===== config.mk =====
export PLATFORM = sky130hd
export DESIGN_NAME = led_blink_fade_pwm_controller_top
export DESIGN_NICKNAME = d
export VERILOG_FILES = /design/src/hdl/lbf_pkg.sv /design/src/hdl/lbf_front.sv /design/src/hdl/lbf_op_fifo.sv /design/src/hdl/lbf_back.sv /design/src/hdl/led_blink_fade_pwm_controller_top.sv
export SDC_FILE = /design/constraint.sdc
export NUM_CORES = 1
export LEC_CHECK = 0
export BUFFER_PORTS_ARGS = -buffer_cell sky130_fd_sc_hd__buf_2
export CORE_ASPECT_RATIO = 0.75
export CORE_MARGIN = 4
export CORE_UTILIZATION = 55
export DETAILED_ROUTE_END_ITERATION = 6
export GPL_TIMING_DRIVEN = 0
export HOLD_SLACK_MARGIN = 0.1
export PLACE_DENSITY_LB_ADDON = 0.05
export SKIP_CTS_REPAIR_TIMING = 1
export SYNTH_ARGS = -nofsm -noshare
export SYNTH_HDL_FRONTEND = slang
export SYNTH_HIERARCHICAL = 1
export SYNTH_SLANG_ARGS = --single-unit
export TNS_END_PERCENT = 1

===== constraint.sdc =====
create_clock -name clk -period 18.39 [get_ports clk]
set_clock_uncertainty 0.1 [all_clocks]
set_input_delay 3.678 -clock clk [delete_from_list [all_inputs] [get_ports clk]]
set_output_delay 3.678 -clock clk [all_outputs]
set_load 0.02 [all_outputs]

===== src/hdl/lbf_pkg.sv =====
// lbf_pkg: types, constants and the pattern step function of the led pattern controller
// no dependencies; used by every module of the block
package lbf_pkg;

  // number of led channels and their index width
  localparam int NUM_LEDS  = 2;
  localparam int LED_IDX_W = (NUM_LEDS > 1) ? $clog2(NUM_LEDS) : 1;

  // results one tick may cause
  localparam int MAX_OUT    = 2;
  localparam int PEND_IDX_W = (MAX_OUT > 1) ? $clog2(MAX_OUT) : 1;
  localparam int CNT_W      = $clog2(MAX_OUT + 1);

  // command queue between front and back
  localparam int OPQ_DEPTH = 2;
  localparam int OPQ_PTR_W = (OPQ_DEPTH > 1) ? $clog2(OPQ_DEPTH) : 1;
  localparam int OPQ_CNT_W = $clog2(OPQ_DEPTH + 1);

  localparam logic [6:0]  FULL_LEVEL    = 7'd100;
  localparam logic [19:0] PWM_PERIOD_NS = 20'd1000000;

  // cycle_ms / 100 as (cycle_ms * 83887) >> 23, exact over 16 bits
  localparam logic [16:0] FADE_RECIP = 17'd83887;
  localparam int          FADE_SHIFT = 23;

  typedef enum logic [1:0] {
    REQ_TICK   = 2'd0,
    REQ_STATIC = 2'd1,
    REQ_BLINK  = 2'd2,
    REQ_FADE   = 2'd3
  } req_t;

  typedef enum logic [1:0] {
    MODE_STATIC = 2'd0,
    MODE_BLINK  = 2'd1,
    MODE_FADE   = 2'd2
  } mode_t;

  typedef struct packed {
    logic [1:0]  req_type;
    logic        led_select;
    logic [7:0]  level_percent;
    logic [15:0] cycle_ms;
  } in_item_t;

  typedef struct packed {
    logic        led_channel;
    logic [6:0]  brightness;
    logic [19:0] pulse_ns;
    logic        last;
  } out_item_t;

  // classified request as queued for the back end
  typedef struct packed {
    req_t        kind;
    logic        led;
    logic [6:0]  level;
    logic [15:0] interval;
  } op_t;

  typedef struct packed {
    logic full;
    logic empty;
  } opq_status_t;

  typedef struct packed {
    logic [6:0] level;
    logic       up;
  } step_t;

  // one step of a blink or fade pattern
  function automatic step_t pattern_step(input mode_t m, input logic [6:0] lv, input logic up);
    step_t      s;
    logic [6:0] l;
    logic       u;
    l = (lv > FULL_LEVEL) ? FULL_LEVEL : lv;
    u = up;
    if (m == MODE_BLINK) begin
      s.level = (lv != 7'd0) ? 7'd0 : FULL_LEVEL;
      s.up    = up;
    end else begin
      if ((l == 7'd0) || (l == FULL_LEVEL)) u = ~u;
      s.level = u ? (l + 7'd1) : (l - 7'd1);
      s.up    = u;
    end
    return s;
  endfunction

endpackage


===== src/hdl/lbf_front.sv =====
// lbf_front: accepts request items, drops unknown leds and works out the step interval
// depends on lbf_pkg
module lbf_front (
  input  logic              in_valid,
  output logic              in_ready,
  input  lbf_pkg::in_item_t in_data,
  input  lbf_pkg::opq_status_t q_status,
  output logic              push,
  output lbf_pkg::op_t      push_op
);

  logic        is_tick;
  logic        led_ok;
  logic [32:0] fade_prod;
  logic [15:0] iv_raw;

  assign in_ready = ~q_status.full;
  assign is_tick  = (lbf_pkg::req_t'(in_data.req_type) == lbf_pkg::REQ_TICK);
  assign led_ok   = (32'(in_data.led_select) < lbf_pkg::NUM_LEDS);

  // items that change nothing never enter the queue
  assign push = in_valid & in_ready & (is_tick | led_ok);

  assign fade_prod = 33'(in_data.cycle_ms) * 33'(lbf_pkg::FADE_RECIP);

  always_comb begin
    if (lbf_pkg::req_t'(in_data.req_type) == lbf_pkg::REQ_BLINK) begin
      iv_raw = {1'b0, in_data.cycle_ms[15:1]};
    end else begin
      iv_raw = 16'(fade_prod >> lbf_pkg::FADE_SHIFT);
    end
    push_op.kind     = lbf_pkg::req_t'(in_data.req_type);
    push_op.led      = in_data.led_select;
    push_op.level    = (in_data.level_percent > 8'(lbf_pkg::FULL_LEVEL)) ?
                       lbf_pkg::FULL_LEVEL : in_data.level_percent[6:0];
    // short cycle: never below one tick
    push_op.interval = (iv_raw == 16'd0) ? 16'd1 : iv_raw;
  end

endmodule


===== src/hdl/lbf_op_fifo.sv =====
// lbf_op_fifo: short queue of classified requests between front and back
// depends on lbf_pkg
module lbf_op_fifo (
  input  logic                 clk,
  input  logic                 rst_n,
  input  logic                 push,
  input  lbf_pkg::op_t         push_op,
  input  logic                 pop,
  output lbf_pkg::op_t         head_op,
  output lbf_pkg::opq_status_t status
);

  lbf_pkg::op_t                  q_r [lbf_pkg::OPQ_DEPTH];
  logic [lbf_pkg::OPQ_PTR_W-1:0] wr_r, wr_nxt;
  logic [lbf_pkg::OPQ_PTR_W-1:0] rd_r, rd_nxt;
  logic [lbf_pkg::OPQ_CNT_W-1:0] cnt_r, cnt_nxt;

  function automatic logic [lbf_pkg::OPQ_PTR_W-1:0] ptr_inc(
    input logic [lbf_pkg::OPQ_PTR_W-1:0] p);
    if (32'(p) == lbf_pkg::OPQ_DEPTH - 1) return '0;
    return lbf_pkg::OPQ_PTR_W'(p + 1'b1);
  endfunction

  assign head_op      = q_r[rd_r];
  assign status.full  = (32'(cnt_r) == lbf_pkg::OPQ_DEPTH);
  assign status.empty = (cnt_r == '0);

  always_comb begin
    wr_nxt  = push ? ptr_inc(wr_r) : wr_r;
    rd_nxt  = pop ? ptr_inc(rd_r) : rd_r;
    cnt_nxt = cnt_r;
    if (push && !pop) cnt_nxt = lbf_pkg::OPQ_CNT_W'(cnt_r + 1'b1);
    if (pop && !push) cnt_nxt = lbf_pkg::OPQ_CNT_W'(cnt_r - 1'b1);
  end

  always_ff @(posedge clk) begin
    if (!rst_n) begin
      wr_r  <= '0;
      rd_r  <= '0;
      cnt_r <= '0;
    end else begin
      wr_r  <= wr_nxt;
      rd_r  <= rd_nxt;
      cnt_r <= cnt_nxt;
    end
  end

  always_ff @(posedge clk) begin
    if (push) q_r[wr_r] <= push_op;
  end

endmodule


===== src/hdl/lbf_back.sv =====
// lbf_back: per-led pattern state, executes queued requests and drives the result register
// depends on lbf_pkg
module lbf_back (
  input  logic               clk,
  input  logic               rst_n,
  input  logic               op_valid,
  input  lbf_pkg::op_t       op,
  output logic               pop,
  output logic               out_valid,
  input  logic               out_ready,
  output lbf_pkg::out_item_t out_data
);

  lbf_pkg::mode_t mode_r [lbf_pkg::NUM_LEDS];
  lbf_pkg::mode_t mode_nxt [lbf_pkg::NUM_LEDS];
  logic [6:0]     level_r [lbf_pkg::NUM_LEDS];
  logic [6:0]     level_nxt [lbf_pkg::NUM_LEDS];
  logic           up_r [lbf_pkg::NUM_LEDS];
  logic           up_nxt [lbf_pkg::NUM_LEDS];
  logic [15:0]    interval_r [lbf_pkg::NUM_LEDS];
  logic [15:0]    interval_nxt [lbf_pkg::NUM_LEDS];
  logic [15:0]    countdown_r [lbf_pkg::NUM_LEDS];
  logic [15:0]    countdown_nxt [lbf_pkg::NUM_LEDS];

  // results waiting for the output register
  logic           pend_ch_r [lbf_pkg::MAX_OUT];
  logic           pend_ch_nxt [lbf_pkg::MAX_OUT];
  logic [6:0]     pend_lvl_r [lbf_pkg::MAX_OUT];
  logic [6:0]     pend_lvl_nxt [lbf_pkg::MAX_OUT];
  logic [lbf_pkg::CNT_W-1:0]      pend_left_r, pend_left_nxt;
  logic [lbf_pkg::PEND_IDX_W-1:0] pend_head_r, pend_head_nxt;

  logic               out_valid_r, out_valid_nxt;
  lbf_pkg::out_item_t out_data_r, out_data_nxt;

  logic                          move;
  logic [lbf_pkg::CNT_W-1:0]     cnt;
  logic [lbf_pkg::LED_IDX_W-1:0] led_idx;
  lbf_pkg::step_t                st;
  logic [6:0]                    head_lvl;
  logic [13:0]                   sq;
  logic [19:0]                   sq_w;

  assign move = (pend_left_r != '0) & (~out_valid_r | out_ready);
  assign pop  = op_valid & ((pend_left_r == '0) |
                            ((pend_left_r == lbf_pkg::CNT_W'(1)) & move));

  assign head_lvl = pend_lvl_r[pend_head_r];
  assign sq       = 14'(head_lvl) * 14'(head_lvl);
  assign sq_w     = 20'(sq);

  always_comb begin
    mode_nxt      = mode_r;
    level_nxt     = level_r;
    up_nxt        = up_r;
    interval_nxt  = interval_r;
    countdown_nxt = countdown_r;
    pend_ch_nxt   = pend_ch_r;
    pend_lvl_nxt  = pend_lvl_r;
    pend_left_nxt = pend_left_r;
    pend_head_nxt = pend_head_r;
    out_valid_nxt = out_valid_r;
    out_data_nxt  = out_data_r;
    cnt           = '0;
    led_idx       = lbf_pkg::LED_IDX_W'(op.led);
    st            = '0;

    // hand the head result to the output register
    if (move) begin
      out_valid_nxt            = 1'b1;
      out_data_nxt.led_channel = pend_ch_r[pend_head_r];
      out_data_nxt.brightness  = head_lvl;
      out_data_nxt.pulse_ns    = lbf_pkg::PWM_PERIOD_NS -
                                 ((sq_w << 6) + (sq_w << 5) + (sq_w << 2));
      out_data_nxt.last        = (pend_left_r == lbf_pkg::CNT_W'(1));
      pend_left_nxt            = lbf_pkg::CNT_W'(pend_left_r - 1'b1);
      pend_head_nxt            = lbf_pkg::PEND_IDX_W'(pend_head_r + 1'b1);
    end else if (out_ready) begin
      out_valid_nxt = 1'b0;
    end

    if (pop) begin
      pend_head_nxt = '0;
      if (op.kind == lbf_pkg::REQ_TICK) begin
        for (int i = 0; i < lbf_pkg::NUM_LEDS; i++) begin
          if (((mode_r[i] == lbf_pkg::MODE_BLINK) || (mode_r[i] == lbf_pkg::MODE_FADE)) &&
              (32'(cnt) < lbf_pkg::MAX_OUT)) begin
            if (countdown_r[i] > 16'd1) begin
              countdown_nxt[i] = countdown_r[i] - 16'd1;
            end else begin
              st               = lbf_pkg::pattern_step(mode_r[i], level_r[i], up_r[i]);
              level_nxt[i]     = st.level;
              up_nxt[i]        = st.up;
              countdown_nxt[i] = interval_r[i];
              pend_ch_nxt[cnt[lbf_pkg::PEND_IDX_W-1:0]]  = 1'(i);
              pend_lvl_nxt[cnt[lbf_pkg::PEND_IDX_W-1:0]] = st.level;
              cnt = lbf_pkg::CNT_W'(cnt + 1'b1);
            end
          end
        end
        pend_left_nxt = cnt;
      end else begin
        if (op.kind == lbf_pkg::REQ_STATIC) begin
          mode_nxt[led_idx]  = lbf_pkg::MODE_STATIC;
          level_nxt[led_idx] = op.level;
          pend_lvl_nxt[0]    = op.level;
        end else begin
          mode_nxt[led_idx] = (op.kind == lbf_pkg::REQ_BLINK) ?
                              lbf_pkg::MODE_BLINK : lbf_pkg::MODE_FADE;
          st = lbf_pkg::pattern_step(mode_nxt[led_idx], 7'd0, 1'b0);
          level_nxt[led_idx]     = st.level;
          up_nxt[led_idx]        = st.up;
          interval_nxt[led_idx]  = op.interval;
          countdown_nxt[led_idx] = op.interval;
          pend_lvl_nxt[0]        = st.level;
        end
        pend_ch_nxt[0] = op.led;
        pend_left_nxt  = lbf_pkg::CNT_W'(1);
      end
    end
  end

  always_ff @(posedge clk) begin
    if (!rst_n) begin
      for (int i = 0; i < lbf_pkg::NUM_LEDS; i++) begin
        mode_r[i]      <= lbf_pkg::MODE_STATIC;
        level_r[i]     <= '0;
        up_r[i]        <= 1'b0;
        interval_r[i]  <= '0;
        countdown_r[i] <= '0;
      end
      pend_left_r <= '0;
      pend_head_r <= '0;
      out_valid_r <= 1'b0;
    end else begin
      mode_r      <= mode_nxt;
      level_r     <= level_nxt;
      up_r        <= up_nxt;
      interval_r  <= interval_nxt;
      countdown_r <= countdown_nxt;
      pend_left_r <= pend_left_nxt;
      pend_head_r <= pend_head_nxt;
      out_valid_r <= out_valid_nxt;
    end
  end

  always_ff @(posedge clk) begin
    pend_ch_r  <= pend_ch_nxt;
    pend_lvl_r <= pend_lvl_nxt;
    out_data_r <= out_data_nxt;
  end

  assign out_valid = out_valid_r;
  assign out_data  = out_data_r;

endmodule


===== src/hdl/led_blink_fade_pwm_controller_top.sv =====
// led_blink_fade_pwm_controller_top: top level of the two-channel led pattern controller
// depends on lbf_pkg, lbf_front, lbf_op_fifo, lbf_back
//
// Two-channel led pattern generator. A request item either sets one led to a
// static level, starts a blink or a fade pattern on it, or is a millisecond
// tick that advances every running pattern. Each level change gives one
// result item with the led, its level and the pwm pulse width
// 1000000 - 100*level^2 ns; a command always gives one result, a tick gives
// none, one or two, the final one marked with last. Items are taken at one a
// cycle as long as each causes at most one result and the result port does
// not stall; a tick with two results makes the next item wait until its
// first result has moved on, as the back end has a single result register.
// A two-entry queue parts the request side from the result side, so a
// stalled result port does not stop items being taken until the queue fills.
module led_blink_fade_pwm_controller_top (
  input  logic               clk,
  input  logic               rst_n,
  input  logic               in_valid,
  output logic               in_ready,
  input  lbf_pkg::in_item_t  in_data,
  output logic               out_valid,
  input  logic               out_ready,
  output lbf_pkg::out_item_t out_data
);

  // front to queue
  logic                 push;
  lbf_pkg::op_t         push_op;
  lbf_pkg::opq_status_t q_status;

  // queue to back
  logic         pop;
  lbf_pkg::op_t head_op;

  // classification and interval division
  lbf_front u_front (
    .in_valid (in_valid),
    .in_ready (in_ready),
    .in_data  (in_data),
    .q_status (q_status),
    .push     (push),
    .push_op  (push_op)
  );

  // decoupling queue
  lbf_op_fifo u_fifo (
    .clk     (clk),
    .rst_n   (rst_n),
    .push    (push),
    .push_op (push_op),
    .pop     (pop),
    .head_op (head_op),
    .status  (q_status)
  );

  // pattern state and result delivery
  lbf_back u_back (
    .clk       (clk),
    .rst_n     (rst_n),
    .op_valid  (~q_status.empty),
    .op        (head_op),
    .pop       (pop),
    .out_valid (out_valid),
    .out_ready (out_ready),
    .out_data  (out_data)
  );

endmodule


==> flow_metrics.tcl <==
set metrics [dict create \
    status "complete, no violations" \
    grt_pass1_wl_um 71300 \
    cp_max_fo 6 \
    layout.nets 2282 \
    htreeDepth 4 \
    initial_utilization_pct 56.32 \
    synth-seq-area-share_pct 27.17 \
    holdCritPathClass "flip-flop to flip-flop" \
    synth_top_family_by_area "adder cells" \
    routed_wl_um 43940 \
    fin_tns_setup_ns 0 \
    drive_gt1_share_pct 9.030 \
    cts_tree "built" \
    maxSlewHeadroom_pct 31.62 \
    synthAdderAreaFrac_pct 28.98 \
    synth_cell_types 91 \
    instances_no_fill 2338 \
    root_buffer "clkbuf_16" \
    path_cells "buf_2 -> fa_1 -> inv_1 -> fa_1 -> fa_1 -> fa_1 -> inv_1 -> fa_1 -> inv_1 -> fa_1 -> inv_1 -> ha_1 -> a21oi_1 -> o22ai_1 -> a211oi_1 -> o211ai_1 -> a211oi_1 -> xnor2_1 -> a21oi_1 -> nor4_2 -> a221o_1" \
    synthMuxAreaShare_pct 3.739 \
    io_buffers 58 \
    period_needed_ns 9.710 \
    yosys.area_share.simple_pct 13.04 \
    postSynthCellCount 1847 \
    die_y_um 160.8 \
    synthToLayoutAreaGrowth_pct 8.107 \
    path_clk_slew_ns 0.07 \
    async_flop_share_pct 0 \
    fin_crit_sh_pct 52.80 \
    hold_viol 0 \
    maxCapViolCount 0 \
    synth-compound-area-share_pct 15.71 \
    synth_area_per_cell_um2 9.275 \
    clock_latency_ns 0.44 \
    yosys_register_bits 186 \
    synth_top_area_share_pct 16.30 \
    cpMaxStageDelayCell "fa_1" \
    yosys_most_used_dff "edfxtp_1" \
    cp_slowest_stage_delay_ns 0.66 \
    cts_buffers 17 \
    dr_total_vias 13800 \
    yosysMostFrequentCell "inv_1" \
    coreArea_mm2 0.03042 \
    die-area_mm2 0.03407 \
    arrival_ns 9.78 \
    grt_antenna_before_repair 1 \
    io_pins 62 \
    rows 55 \
    crit_buf_inv 5 \
    track_usage_pct 26.12 \
    synth_xor_area_share_pct 3.579 \
    first_pass_iters 5 \
    required_ns 18.46 \
    place_inst 2305 \
    via_per_inst 5.901 \
    clockBufferDepth 2 \
    dr.first_iter.drc_count 1165 \
    setup_violations 0 \
    ys_top_cells_by_area "edfxtp_1 (16%), ha_1 (15%), fa_1 (14%)" \
    cp_top_family "adder cells" \
    avgRoutedWirePerCell_um 18.80 \
    fmax_mhz 103.0 \
    start_kind "input port" \
    gp_congestion 0.9167 \
    grt_max_degree 30 \
    synth_area_mm2 0.01713 \
    grt_pass1_vias 13430 \
    rsz0062_at_grt "false" \
    ys_top_cells_by_count "inv_1 (267), ha_1 (208), nand2_1 (144)" \
    cts_sinks 186 \
    tightest_slew_ns 1.015 \
    synth-edff-count 93 \
    drcViolationCount 0 \
    ff2ff_setup_slack_ns 10.25 \
    ys_warn_count 6 \
    endpoint_kind "flip-flop" \
    dieWidth_um 211.8 \
    yosysTopAreaCell "edfxtp_1" \
    slew_violations 0 \
    grt-ovfl-total 0 \
    dp_hpwl_um 35260 \
    cpMostUsedCell "fa_1" \
    holdWs_ns 0.3602 \
    worstSetupPathType "input port to flip-flop" \
    ant_nets 0 \
]
==> path summary, 6_finish.rpt <==
kind	endpoint	start	cells past startpoint
setup / recovery	u_fifo/q_r[0][0]	in_data[1]	21
hold / removal	u_back/mode_r[1]	u_back/mode_r[1]	2
setup reg to reg	u_back/out_data[20]	u_back/pend_head_r	29
hold reg to reg	u_back/mode_r[1]	u_back/mode_r[1]	2
==> cells by family (layout without fill, tap and decap cells) <==
group	after synthesis	after routing
buffers and inverters	343	433
multiplexers	60	60
AND/OR/NAND/NOR	447	447
AO/OA/AOI/OAI	413	413
adder cells (fa/ha/maj)	326	326
XOR/XNOR	70	70
other	2	4
flip-flops	186	186
==> stage by stage <==
| step | area, um2 | setup slack, ns | utilization (%) |
|---|---|---|---|
| finish | 18520 | 8.680 | 60.89 |
| global route | 18520 | 8.354 | 60.89 |
| CTS | 18520 | 8.744 | 60.88 |
| detailed placement | 17930 | 8.299 | 58.96 |
| global placement | 17920 | 8.307 | 58.93 |
| floorplan | 17140 | 9.196 | - |
==> layer usage <==
layer	track usage, %	up-vias	wire, um
met5	0	-	0
met4	5.414	0	631
met3	4.042	45	3137
met2	39.05	470	18920
met1	40.17	6703	21250
li1	-	6578	-
==> cell usage in the layout, fill, tap and decap left out, types with 11 or more instances in the layout <==
cell,Yosys,layout
a211oi_1,16,16
a21o_1,11,11
a21oi_1,95,95
a31oi_1,37,37
and2_1,20,19
buf_2,7,65
clkbuf_1,58,60
clkbuf_16,0,19
dfxtp_1,93,93
edfxtp_1,93,93
fa_1,118,118
ha_1,208,208
inv_1,267,267
mux2_2,29,29
mux2i_1,30,30
nand2_1,144,144
nand2b_1,15,15
nand3_1,27,27
nand4_1,13,13
nor2_1,111,110
nor2b_1,15,15
nor3_1,25,25
nor4_1,13,13
o211ai_1,39,39
o21a_1,11,11
o21ai_0,100,100
xnor2_1,40,40
xor2_1,30,30
==> layout make-up <==
type | count | area, um2
Clock buffer | 23 | 500.5
Antenna cell | 1 | 2.502
Fill cell | 2711 | 11900
Sequential cell | 186 | 4654
Timing Repair Buffer | 58 | 290.3
Multi-Input combinational cell | 1319 | 11160
Inverter | 270 | 1013
Clock inverter | 9 | 82.58
Buffer | 73 | 314.1
Tap cell | 399 | 499.2
==> registers in the layout, indices dropped and copies added (netlist names), named ones only <==
name / flops
u_fifo/q_r: 52
u_back/countdown_r: 32
u_back/interval_r: 32
u_back/out_data: 25
u_back/level_r: 14
u_back/pend_lvl_r: 14
u_back/mode_r: 4
u_back/pend_ch_r: 2
u_back/pend_left_r: 2
u_back/up_r: 2
u_fifo/cnt_r: 2
u_back/out_valid: 1
u_back/pend_head_r: 1
u_fifo/rd_r: 1
u_fifo/wr_r: 1
==> tightest hold or removal path, stage by stage (launching register included) <==
cell and delay (ns):
dfxtp_1 0.31, nand2_1 0.06, a21oi_1 0.05
Power is left out: the tool's default activity adds up to more than one toggle a clock period on the data nets, which glitch-free logic cannot reach.
